[src/rtl/stq_pkg.sv]
// Package with shared request and response types and command/status codes.
`timescale 1ns / 1ps

package stq_pkg;

   localparam logic [2:0] CMD_INSERT   = 3'd0;
   localparam logic [2:0] CMD_LOOKUP   = 3'd1;
   localparam logic [2:0] CMD_REMOVE   = 3'd2;
   localparam logic [2:0] CMD_POP      = 3'd3;
   localparam logic [2:0] CMD_RETRIEVE = 3'd4;

   localparam logic [1:0] STS_OK       = 2'd0;
   localparam logic [1:0] STS_MISS     = 2'd1;
   localparam logic [1:0] STS_FULL     = 2'd2;

   localparam int VALUE_W = 32;

   typedef struct packed {
      logic [2:0]                command;
      logic signed [VALUE_W-1:0] value;
      logic [5:0]                position;
   } req_type;

   typedef struct packed {
      logic [1:0]                status;
      logic signed [VALUE_W-1:0] result_value;
      logic [5:0]                found_index;
      logic [6:0]                entry_count;
   } rsp_type;

endpackage

[src/rtl/stq_ram.sv]
// Generic simple dual-port RAM with one write port and a registered read port.
`timescale 1ns / 1ps

module stq_ram #(
   parameter int WIDTH = 32,
   parameter int DEPTH = 64
) (
   input  logic                     clock,
   input  logic                     wr_en,
   input  logic [$clog2(DEPTH)-1:0] wr_addr,
   input  logic [WIDTH-1:0]         wr_data,
   input  logic                     rd_en,
   input  logic [$clog2(DEPTH)-1:0] rd_addr,
   output logic [WIDTH-1:0]         rd_data
);

   logic [WIDTH-1:0] mem_ff [DEPTH];
   logic [WIDTH-1:0] rd_data_ff;

   always_ff @(posedge clock) begin
      if (wr_en) begin
         mem_ff[wr_addr] <= wr_data;
      end
      if (rd_en) begin
         rd_data_ff <= mem_ff[rd_addr];
      end
   end

   assign rd_data = rd_data_ff;

endmodule

[src/rtl/sorted_table_engine.sv]
// Top level: sorted table of signed values kept in one RAM, with search and shift sequencer.
// Takes one request at a time; req_ready is high only while the sequencer is idle.
// Lookup runs a binary search, then a fetch and compare; retrieve fetches the entry by position.
// Insert/remove/pop move entries one at a time through the single RAM read and write port.
// The response register frees the sequencer for the next request while a response waits.
// Synchronous reset empties the table (count zero); RAM contents are not cleared.
`timescale 1ns / 1ps

module sorted_table_engine #(
   parameter int DEPTH = 64
) (
   input  logic             clock,
   input  logic             reset,
   input  logic             req_valid,
   output logic             req_ready,
   input  stq_pkg::req_type req_data,
   output logic             rsp_valid,
   input  logic             rsp_ready,
   output stq_pkg::rsp_type rsp_data
);

   localparam int AW = $clog2(DEPTH);
   localparam int CW = $clog2(DEPTH + 1);
   localparam int XW = (CW > 6) ? CW : 6;
   localparam logic [CW-1:0] DEPTH_C = CW'(DEPTH);
   localparam logic [CW-1:0] ONE_C   = CW'(1);

   typedef enum logic [2:0] {
      S_IDLE,
      S_SEARCH,
      S_SCMP,
      S_FETCH,
      S_FCHK,
      S_SHIFT,
      S_RESP
   } state_type;

   state_type                         state_ff;
   logic [CW-1:0]                     count_ff;
   logic [2:0]                        cmd_ff;
   logic signed [stq_pkg::VALUE_W-1:0] val_ff;
   logic [CW-1:0]                     lo_ff;
   logic [CW-1:0]                     hi_ff;
   logic [CW-1:0]                     mid_ff;
   logic [CW-1:0]                     p_ff;
   logic [CW-1:0]                     src_ff;
   logic [CW-1:0]                     rem_ff;
   logic                              up_ff;
   logic                              pend_ff;
   logic [CW-1:0]                     pend_src_ff;
   logic [1:0]                        status_ff;
   logic signed [stq_pkg::VALUE_W-1:0] rval_ff;
   logic [5:0]                        fidx_ff;
   logic                              rsp_valid_ff;
   stq_pkg::rsp_type                  rsp_ff;

   logic [CW-1:0]                     mid_w;
   logic                              ent_lt;
   logic                              ent_eq;
   logic                              go_right;
   logic                              pos_ok;

   logic                              ram_wr_en;
   logic [AW-1:0]                     ram_wr_addr;
   logic [stq_pkg::VALUE_W-1:0]       ram_wr_data;
   logic                              ram_rd_en;
   logic [AW-1:0]                     ram_rd_addr;
   logic [stq_pkg::VALUE_W-1:0]       ram_rd_data;

   stq_ram #(
      .WIDTH(stq_pkg::VALUE_W),
      .DEPTH(DEPTH)
   ) u_ram (
      .clock  (clock),
      .wr_en  (ram_wr_en),
      .wr_addr(ram_wr_addr),
      .wr_data(ram_wr_data),
      .rd_en  (ram_rd_en),
      .rd_addr(ram_rd_addr),
      .rd_data(ram_rd_data)
   );

   assign mid_w    = lo_ff + ((hi_ff - lo_ff) >> 1);
   assign ent_lt   = $signed(ram_rd_data) < val_ff;
   assign ent_eq   = ram_rd_data == val_ff;
   // insert seeks past equals, lookup and remove stop at the first equal
   assign go_right = (cmd_ff == stq_pkg::CMD_INSERT) ? (ent_lt | ent_eq) : ent_lt;
   assign pos_ok   = (XW'(req_data.position) < XW'(count_ff)) &&
                     (XW'(req_data.position) < XW'(DEPTH));

   always_comb begin
      ram_rd_en   = 1'b0;
      ram_rd_addr = AW'(mid_w);
      ram_wr_en   = 1'b0;
      ram_wr_addr = AW'(p_ff);
      ram_wr_data = ram_rd_data;
      case (state_ff)
         S_SEARCH: begin
            ram_rd_en   = lo_ff < hi_ff;
            ram_rd_addr = AW'(mid_w);
         end
         S_FETCH: begin
            ram_rd_en   = 1'b1;
            ram_rd_addr = AW'(p_ff);
         end
         S_SHIFT: begin
            ram_rd_en   = rem_ff != '0;
            ram_rd_addr = AW'(src_ff);
            if (pend_ff) begin
               ram_wr_en   = 1'b1;
               ram_wr_addr = up_ff ? AW'(pend_src_ff + ONE_C) : AW'(pend_src_ff - ONE_C);
               ram_wr_data = ram_rd_data;
            end else if (rem_ff == '0 && up_ff) begin
               // drop the new value into the opened slot
               ram_wr_en   = 1'b1;
               ram_wr_addr = AW'(p_ff);
               ram_wr_data = val_ff;
            end
         end
         default: begin
         end
      endcase
   end

   always_ff @(posedge clock) begin
      if (reset) begin
         state_ff     <= S_IDLE;
         count_ff     <= '0;
         rsp_valid_ff <= 1'b0;
         pend_ff      <= 1'b0;
      end else begin
         if (rsp_valid_ff && rsp_ready && state_ff != S_RESP) begin
            rsp_valid_ff <= 1'b0;
         end
         case (state_ff)
            S_IDLE: begin
               if (req_valid) begin
                  cmd_ff    <= req_data.command;
                  val_ff    <= req_data.value;
                  status_ff <= stq_pkg::STS_MISS;
                  rval_ff   <= '0;
                  fidx_ff   <= '0;
                  lo_ff     <= '0;
                  hi_ff     <= count_ff;
                  p_ff      <= '0;
                  case (req_data.command)
                     stq_pkg::CMD_INSERT: begin
                        if (count_ff == DEPTH_C) begin
                           status_ff <= stq_pkg::STS_FULL;
                           state_ff  <= S_RESP;
                        end else begin
                           state_ff <= S_SEARCH;
                        end
                     end
                     stq_pkg::CMD_LOOKUP,
                     stq_pkg::CMD_REMOVE: begin
                        state_ff <= S_SEARCH;
                     end
                     stq_pkg::CMD_POP: begin
                        state_ff <= (count_ff != '0) ? S_FETCH : S_RESP;
                     end
                     stq_pkg::CMD_RETRIEVE: begin
                        p_ff     <= CW'(req_data.position);
                        state_ff <= pos_ok ? S_FETCH : S_RESP;
                     end
                     default: begin
                        state_ff <= S_RESP;
                     end
                  endcase
               end
            end
            S_SEARCH: begin
               if (lo_ff < hi_ff) begin
                  mid_ff   <= mid_w;
                  state_ff <= S_SCMP;
               end else begin
                  p_ff <= lo_ff;
                  if (cmd_ff == stq_pkg::CMD_INSERT) begin
                     up_ff    <= 1'b1;
                     pend_ff  <= 1'b0;
                     src_ff   <= count_ff - ONE_C;
                     rem_ff   <= count_ff - lo_ff;
                     state_ff <= S_SHIFT;
                  end else begin
                     state_ff <= (lo_ff < count_ff) ? S_FETCH : S_RESP;
                  end
               end
            end
            S_SCMP: begin
               if (go_right) begin
                  lo_ff <= mid_ff + ONE_C;
               end else begin
                  hi_ff <= mid_ff;
               end
               state_ff <= S_SEARCH;
            end
            S_FETCH: begin
               state_ff <= S_FCHK;
            end
            S_FCHK: begin
               // set up a down shift that closes the gap at p
               up_ff   <= 1'b0;
               pend_ff <= 1'b0;
               src_ff  <= p_ff + ONE_C;
               rem_ff  <= count_ff - p_ff - ONE_C;
               case (cmd_ff)
                  stq_pkg::CMD_LOOKUP: begin
                     if (ent_eq) begin
                        status_ff <= stq_pkg::STS_OK;
                        fidx_ff   <= 6'(p_ff);
                     end
                     state_ff <= S_RESP;
                  end
                  stq_pkg::CMD_REMOVE: begin
                     if (ent_eq) begin
                        status_ff <= stq_pkg::STS_OK;
                        state_ff  <= S_SHIFT;
                     end else begin
                        state_ff <= S_RESP;
                     end
                  end
                  stq_pkg::CMD_POP: begin
                     status_ff <= stq_pkg::STS_OK;
                     rval_ff   <= $signed(ram_rd_data);
                     state_ff  <= S_SHIFT;
                  end
                  default: begin
                     status_ff <= stq_pkg::STS_OK;
                     rval_ff   <= $signed(ram_rd_data);
                     state_ff  <= S_RESP;
                  end
               endcase
            end
            S_SHIFT: begin
               if (rem_ff != '0) begin
                  src_ff      <= up_ff ? (src_ff - ONE_C) : (src_ff + ONE_C);
                  rem_ff      <= rem_ff - ONE_C;
                  pend_ff     <= 1'b1;
                  pend_src_ff <= src_ff;
               end else begin
                  pend_ff <= 1'b0;
                  if (!pend_ff) begin
                     if (up_ff) begin
                        count_ff  <= count_ff + ONE_C;
                        status_ff <= stq_pkg::STS_OK;
                     end else begin
                        count_ff <= count_ff - ONE_C;
                     end
                     state_ff <= S_RESP;
                  end
               end
            end
            S_RESP: begin
               // hold until the response register is free
               if (!rsp_valid_ff || rsp_ready) begin
                  rsp_ff.status       <= status_ff;
                  rsp_ff.result_value <= rval_ff;
                  rsp_ff.found_index  <= fidx_ff;
                  rsp_ff.entry_count  <= 7'(count_ff);
                  rsp_valid_ff        <= 1'b1;
                  state_ff            <= S_IDLE;
               end
            end
            default: begin
               state_ff <= S_IDLE;
            end
         endcase
      end
   end

   assign req_ready = state_ff == S_IDLE;
   assign rsp_valid = rsp_valid_ff;
   assign rsp_data  = rsp_ff;

endmodule

[config.mk]
export PLATFORM = sky130hd
export DESIGN_NAME = sorted_table_engine
export DESIGN_NICKNAME = d
export VERILOG_FILES = /design/src/rtl/stq_pkg.sv /design/src/rtl/stq_ram.sv /design/src/rtl/sorted_table_engine.sv
export SDC_FILE = /design/constraint.sdc
export NUM_CORES = 2
export LEC_CHECK = 0
export ABC_AREA = 1
export BUFFER_PORTS_ARGS = -buffer_cell sky130_fd_sc_hd__clkbuf_2
export CAP_MARGIN = 0
export CORE_MARGIN = 2
export CORE_UTILIZATION = 40
export DETAILED_ROUTE_END_ITERATION = 16
export MAX_ROUTING_LAYER = met4
export PLACE_DENSITY = 0.53
export SKIP_CTS_REPAIR_TIMING = 1
export SLEW_MARGIN = 20
export SYNTH_ARGS = -nofsm -noshare
export SYNTH_HDL_FRONTEND = slang
export SYNTH_SLANG_ARGS = --single-unit
[constraint.sdc]
create_clock -name clock -period 17.2 [get_ports clock]
set_input_delay 5.16 -clock clock [delete_from_list [all_inputs] [get_ports clock]]
set_output_delay 5.16 -clock clock [all_outputs]
set_load 0.005 [all_outputs]
After elaboration in Yosys (flattened, before gate mapping)
Memory sizes are Yosys's and may differ from the RTL's. A register that Yosys moved wholly into a read port is not among the register bits.
Index checks and enable logic that the tools add are counted.
{"block": "totals", "reg_bits": 183, "ram_bits": 2048, "input_bits": 45, "out_inout_bits": 49, "word_cells": 182, "mem_count": 1}
{"block": "op_classes", "addsub": 14, "order_cmp": 4, "n_eq_ne": 30, "muxes": 74, "bitwise_logic": 4, "n_reduce_logical": 34}
{"memory": "u_ram.mem_ff", "words": 64, "width": 32, "read_ports": 1, "rd_ports_with_merged_regs": 1, "write_ports": 1, "line": "stq_ram.sv:17", "rtl": "logic [WIDTH-1:0] mem_ff [DEPTH];"}
{"operator": "$mux 32", "count": 5}
{"operator": "$mux 7", "count": 14}
{"operator": "$pmux 32 s2", "count": 1}
{"operator": "$mux 6", "count": 7}
{"operator": "$pmux 7 s2", "count": 3}
{"operator": "$pmux 7 s3", "count": 2}
{"operator": "$eq 32x32->1", "count": 1}
{"operator": "$lt 32x32->1", "count": 1}
{"operator": "$mux 3", "count": 10}
{"operator": "$add 7x1->7 const B", "count": 4}
{"operator": "$sub 7x1->7 const B", "count": 4}
{"operator": "$ne 2x2->1 const B", "count": 12}
{"operator": "$pmux 6 s2", "count": 2}
{"operator": "$reduce_and 4->1", "count": 6}
{"operator": "$pmux 3 s7", "count": 1}
{"operator": "$sub 7x7->7", "count": 3}
{"operator": "$eq 3x2->1 const B", "count": 6}
{"operator": "$mux 2", "count": 9}
{"operator": "$reduce_and 3->1", "count": 6}
{"operator": "$lt 7x7->1", "count": 2}
{"operator": "$mux 1", "count": 14}
{"operator": "$reduce_bool 7->1", "count": 2}
{"operator": "$eq 3x3->1 const B", "count": 4}
{"operator": "$pmux 3 s4", "count": 1}
{"operator": "other kinds (24)", "count": 40}

Depth between registers and ports, before layout
{"block": "logic_depth", "depth_word": 7, "ltp_mapped": 19, "depth_no_buf": 17}

Hierarchy
From an unflattened synthesis, not the netlist that was laid out.
{"block": "hier_totals", "hier_cells": 7830, "area_unflattened_um2": 93230.7}
{"mod": "stq_ram", "instances": 1, "cells_per_inst": 6785, "area_per_inst_um2": 83106.0}
{"mod": "sorted_table_engine", "instances": 1, "cells_per_inst": 1045, "area_per_inst_um2": 10124.7}

Worst setup path before layout
OpenSTA, ideal clock, no wires.
{"block": "synth_path", "kind": "in2reg", "startpoint": "in reset", "endpoint": "reg rsp_ff (netlist bit rsp_data[0]) (enable)", "arrival_time_ns": 8.617, "required_time_ns": 16.690, "path_slack_ns": 8.074, "stages": 2, "path_buffers": 1, "path_cell_list": "buf_1 -> nor3_1"}
{"block": "synth_via", "elab_chain_len": 2}
{"item": "start, declared", "line": "sorted_table_engine.sv:13", "rtl": "input logic reset,"}
{"item": "$not 1->1 (no source line)"}
{"item": "$reduce_and 3->1 (no source line)"}
{"item": "end, declared", "line": "sorted_table_engine.sv:55", "rtl": "stq_pkg::rsp_type rsp_ff;"}
No other way between the ends.
A chain may end at the register's enable or synchronous reset.

Final worst setup path
{"block": "layout_path", "startpoint": "reg state_ff[2]", "endpoint": "out req_ready"}
{"block": "layout_via", "elab_chain_len": 1}
{"item": "start, declared", "line": "sorted_table_engine.sv:38", "rtl": "state_type state_ff;"}
{"item": "start signal, assigned", "line": "sorted_table_engine.sv:160", "rtl": "state_ff <= (count_ff != '0) ? S_FETCH : S_RESP;"}
{"item": "start signal, assigned", "line": "sorted_table_engine.sv:164", "rtl": "state_ff <= pos_ok ? S_FETCH : S_RESP;"}
{"item": "start signal, assigned", "line": "sorted_table_engine.sv:185", "rtl": "state_ff <= (lo_ff < count_ff) ? S_FETCH : S_RESP;"}
{"item": "$logic_not 3->1", "line": "sorted_table_engine.sv:271", "rtl": "assign req_ready = state_ff == S_IDLE;"}
{"item": "end, declared", "line": "sorted_table_engine.sv:15", "rtl": "output logic req_ready,"}
No other way between the ends.

==> metrics <==
outcome complete, no violations; Die Span Y slightly above 500 µm; Crit path largest cell delay ~0.59 ns; TritonRoute pass-1 iters 6; clk sinks around 2300; largest net degree at the start of global routing about 180; first-pass GRT wire length ~450 mm; Final period util 0.419; share of cells above drive strength 1 0.0779; CP max-delay cell dfxtp_1; GPL Wtd Cong 0.873; Yosys top cell area share 0.671; Reg clk slew, reported paths roughly 0.06 ns; H-tree level count 4; synthesized area 0.101 mm²; Tmin final 7.21 ns; Post-synth top flop edfxtp_1; crit path max fanout 8; WS Path Type flip-flop to primary output; hold_sp rval_ff[18]; Rows ~180; CTS Buf Count 238; die area between 0.2 and 0.3 mm²; top post-synthesis cells by area edfxtp_1 (67%), nand3_1 (11%), nand3b_1 (5.7%); Layout area overhead 12.0%; Synth Area per Inst roughly 11 µm²; ys async rst share 0; CTS tree done; Relative slew margins 0.239; fill count about 23000; setup violators final 0; GRT Util Overall 0.244; Top Ports 94; max_cap viols 0; Synth cell types between 40 and 50; core area 0.251 mm²; CP Launch Type flip-flop; initial drt markers 8056; RSZ-0062 raised after global routing no; Hold WC Path Type flip-flop to flip-flop; syn_nets ~9200; DP HPWL 159 mm; Synth area leader edfxtp_1; port bufs 93; Fmax roughly 140 MHz; setup TNS 0 ns; vias in the first global route between 60000 and 70000; critical path data arrival time ~2.1 ns; YS warnings 0; Critical Path RT between 10 and 15 ns; total grt overflow 0; Layout Nets 9102; Synth top cells by count edfxtp_1 (2250), nand3_1 (2219), nand2_1 (1361); worst r2r src lo_ff[0]; Worst-Margin Slew between 1 and 1.5 ns; worst skew pair latency just under 0.9 ns; clk_skew about 0.040 ns; EDFF count, synth around 2300; Final Hold Viols 0; DR vias/cell about 5.5; Final Core Density 0.450; Worst Setup SP state_ff[2]; initial antenna violation count 9; critical path cell sequence inv_2 -> nand2_1 -> inv_1 -> clkbuf_2; Mapped Cells between 9000 and 10000; Root Driver clkbuf_16; drt wl/cell 24.7 µm; Via Count between 60000 and 70000; post-synthesis sequential area ratio 0.674; top-count cell post-synth edfxtp_1; Yosys reg bits ~2300; Initial Utilization 0.401; Clock Path Buffers 3; ANT nets after route 0; WL final ~310 mm; Die Span X around 500 µm; element type at the critical path end primary output; DRC viols 0; Final Max Slew Viols 0
registers in the layout, indices dropped and copies added (netlist names), 7 cells and up:
signal	cells
count_ff	7
hi_ff	7
lo_ff	7
mid_ff	7
p_ff	7
rem_ff	7
rsp_data	47
rval_ff	32
u_ram.mem_ff	2048
u_ram.rd_data	32
val_ff	32
placed cells by master, fill, tap and decap left out, drive strengths merged:
cell / n
a211oi: 1
a221oi: 2
o221a: 1
xor2: 14
or2: 4
ha: 76
a21o: 2
nand2: 1363
clkinv: 118
nor2: 174
o221ai: 4
nor4: 1
a31oi: 4
clkbuf: 392
inv: 1337
clkinvlp: 2
o21bai: 3
buf: 177
nor3b: 2
a211o: 1
edfxtp: 2250
nand3b: 766
dfxtp: 12
nand3: 2222
nor3: 17
diode: 6
o211ai: 9
nand4: 14
o311ai: 1
o31ai: 1
o21a: 2
and2: 8
fa: 6
a221o: 1
a21oi: 75
o21ai: 84
o2111ai: 1
xnor2: 12
bufinv: 18
path summary, 6_finish.rpt:
check	end	slack (ns)	cells after the start
setup / recovery	req_ready	9.99	4
hold / removal	rsp_data[31]	0.42	0
setup reg to reg	u_ram.rd_data[16]	10.57	17
hold reg to reg	rsp_data[31]	0.42	0
metal layers:
| layer | wire length [µm] | up-vias | share of wire | global-route usage |
|---|---|---|---|---|
| met2 | 140000 | 2760 | 0.45 | 0.368 |
| met1 | 139000 | 34200 | 0.45 | 0.344 |
| met4 | 7140 | 0 | 0.023 | 0.0625 |
| li1 | - | 31100 | - | - |
| met5 | 0 | - | 0 | - |
| met3 | 23700 | 458 | 0.077 | 0.0392 |
final cells by class:
class,instances,area [µm²],area share
multi-input combinational,4871,26200,0.233
antenna,6,15.0,0.000133
clock buffer,299,6310,0.0560
tap,3348,4190,0.0372
clock inverter,143,1200,0.0106
inverter,1332,5030,0.0446
timing repair buffer,270,1940,0.0172
sequential,2262,67800,0.602
metrics by stage:
step / area [µm²] / hold WS, ns / setup slack [ns] / std cells
after floorplan: 101000 / 0.400 / 8.07 / 9039
after global placement: 105000 / 0.408 / 10.20 / 12100
after detailed placement: 105000 / 0.405 / 10.17 / 12100
after CTS: 113000 / 0.418 / 9.95 / 12500
after global routing: 113000 / 0.418 / 9.85 / 12500
final: 113000 / 0.416 / 9.99 / 12500
critical path, delay by kind of cell, from the launching register on:
family / cells / cell delay [ns]
buf+inv: 3 / 0.39
flops: 1 / 0.59
simple gates: 1 / 0.18
logic make-up after synthesis:
group                    synth area share
AND/OR/NAND/NOR                     0.228
flip-flops                          0.674
buffers and inverters              0.0747
AO/OA/AOI/OAI                      0.0105
adder cells (fa/ha/maj)            0.0106
XOR/XNOR                          0.00226
Power is left out: the tool's default activity adds up to more than one toggle a clock period on the data nets, which glitch-free logic cannot reach.
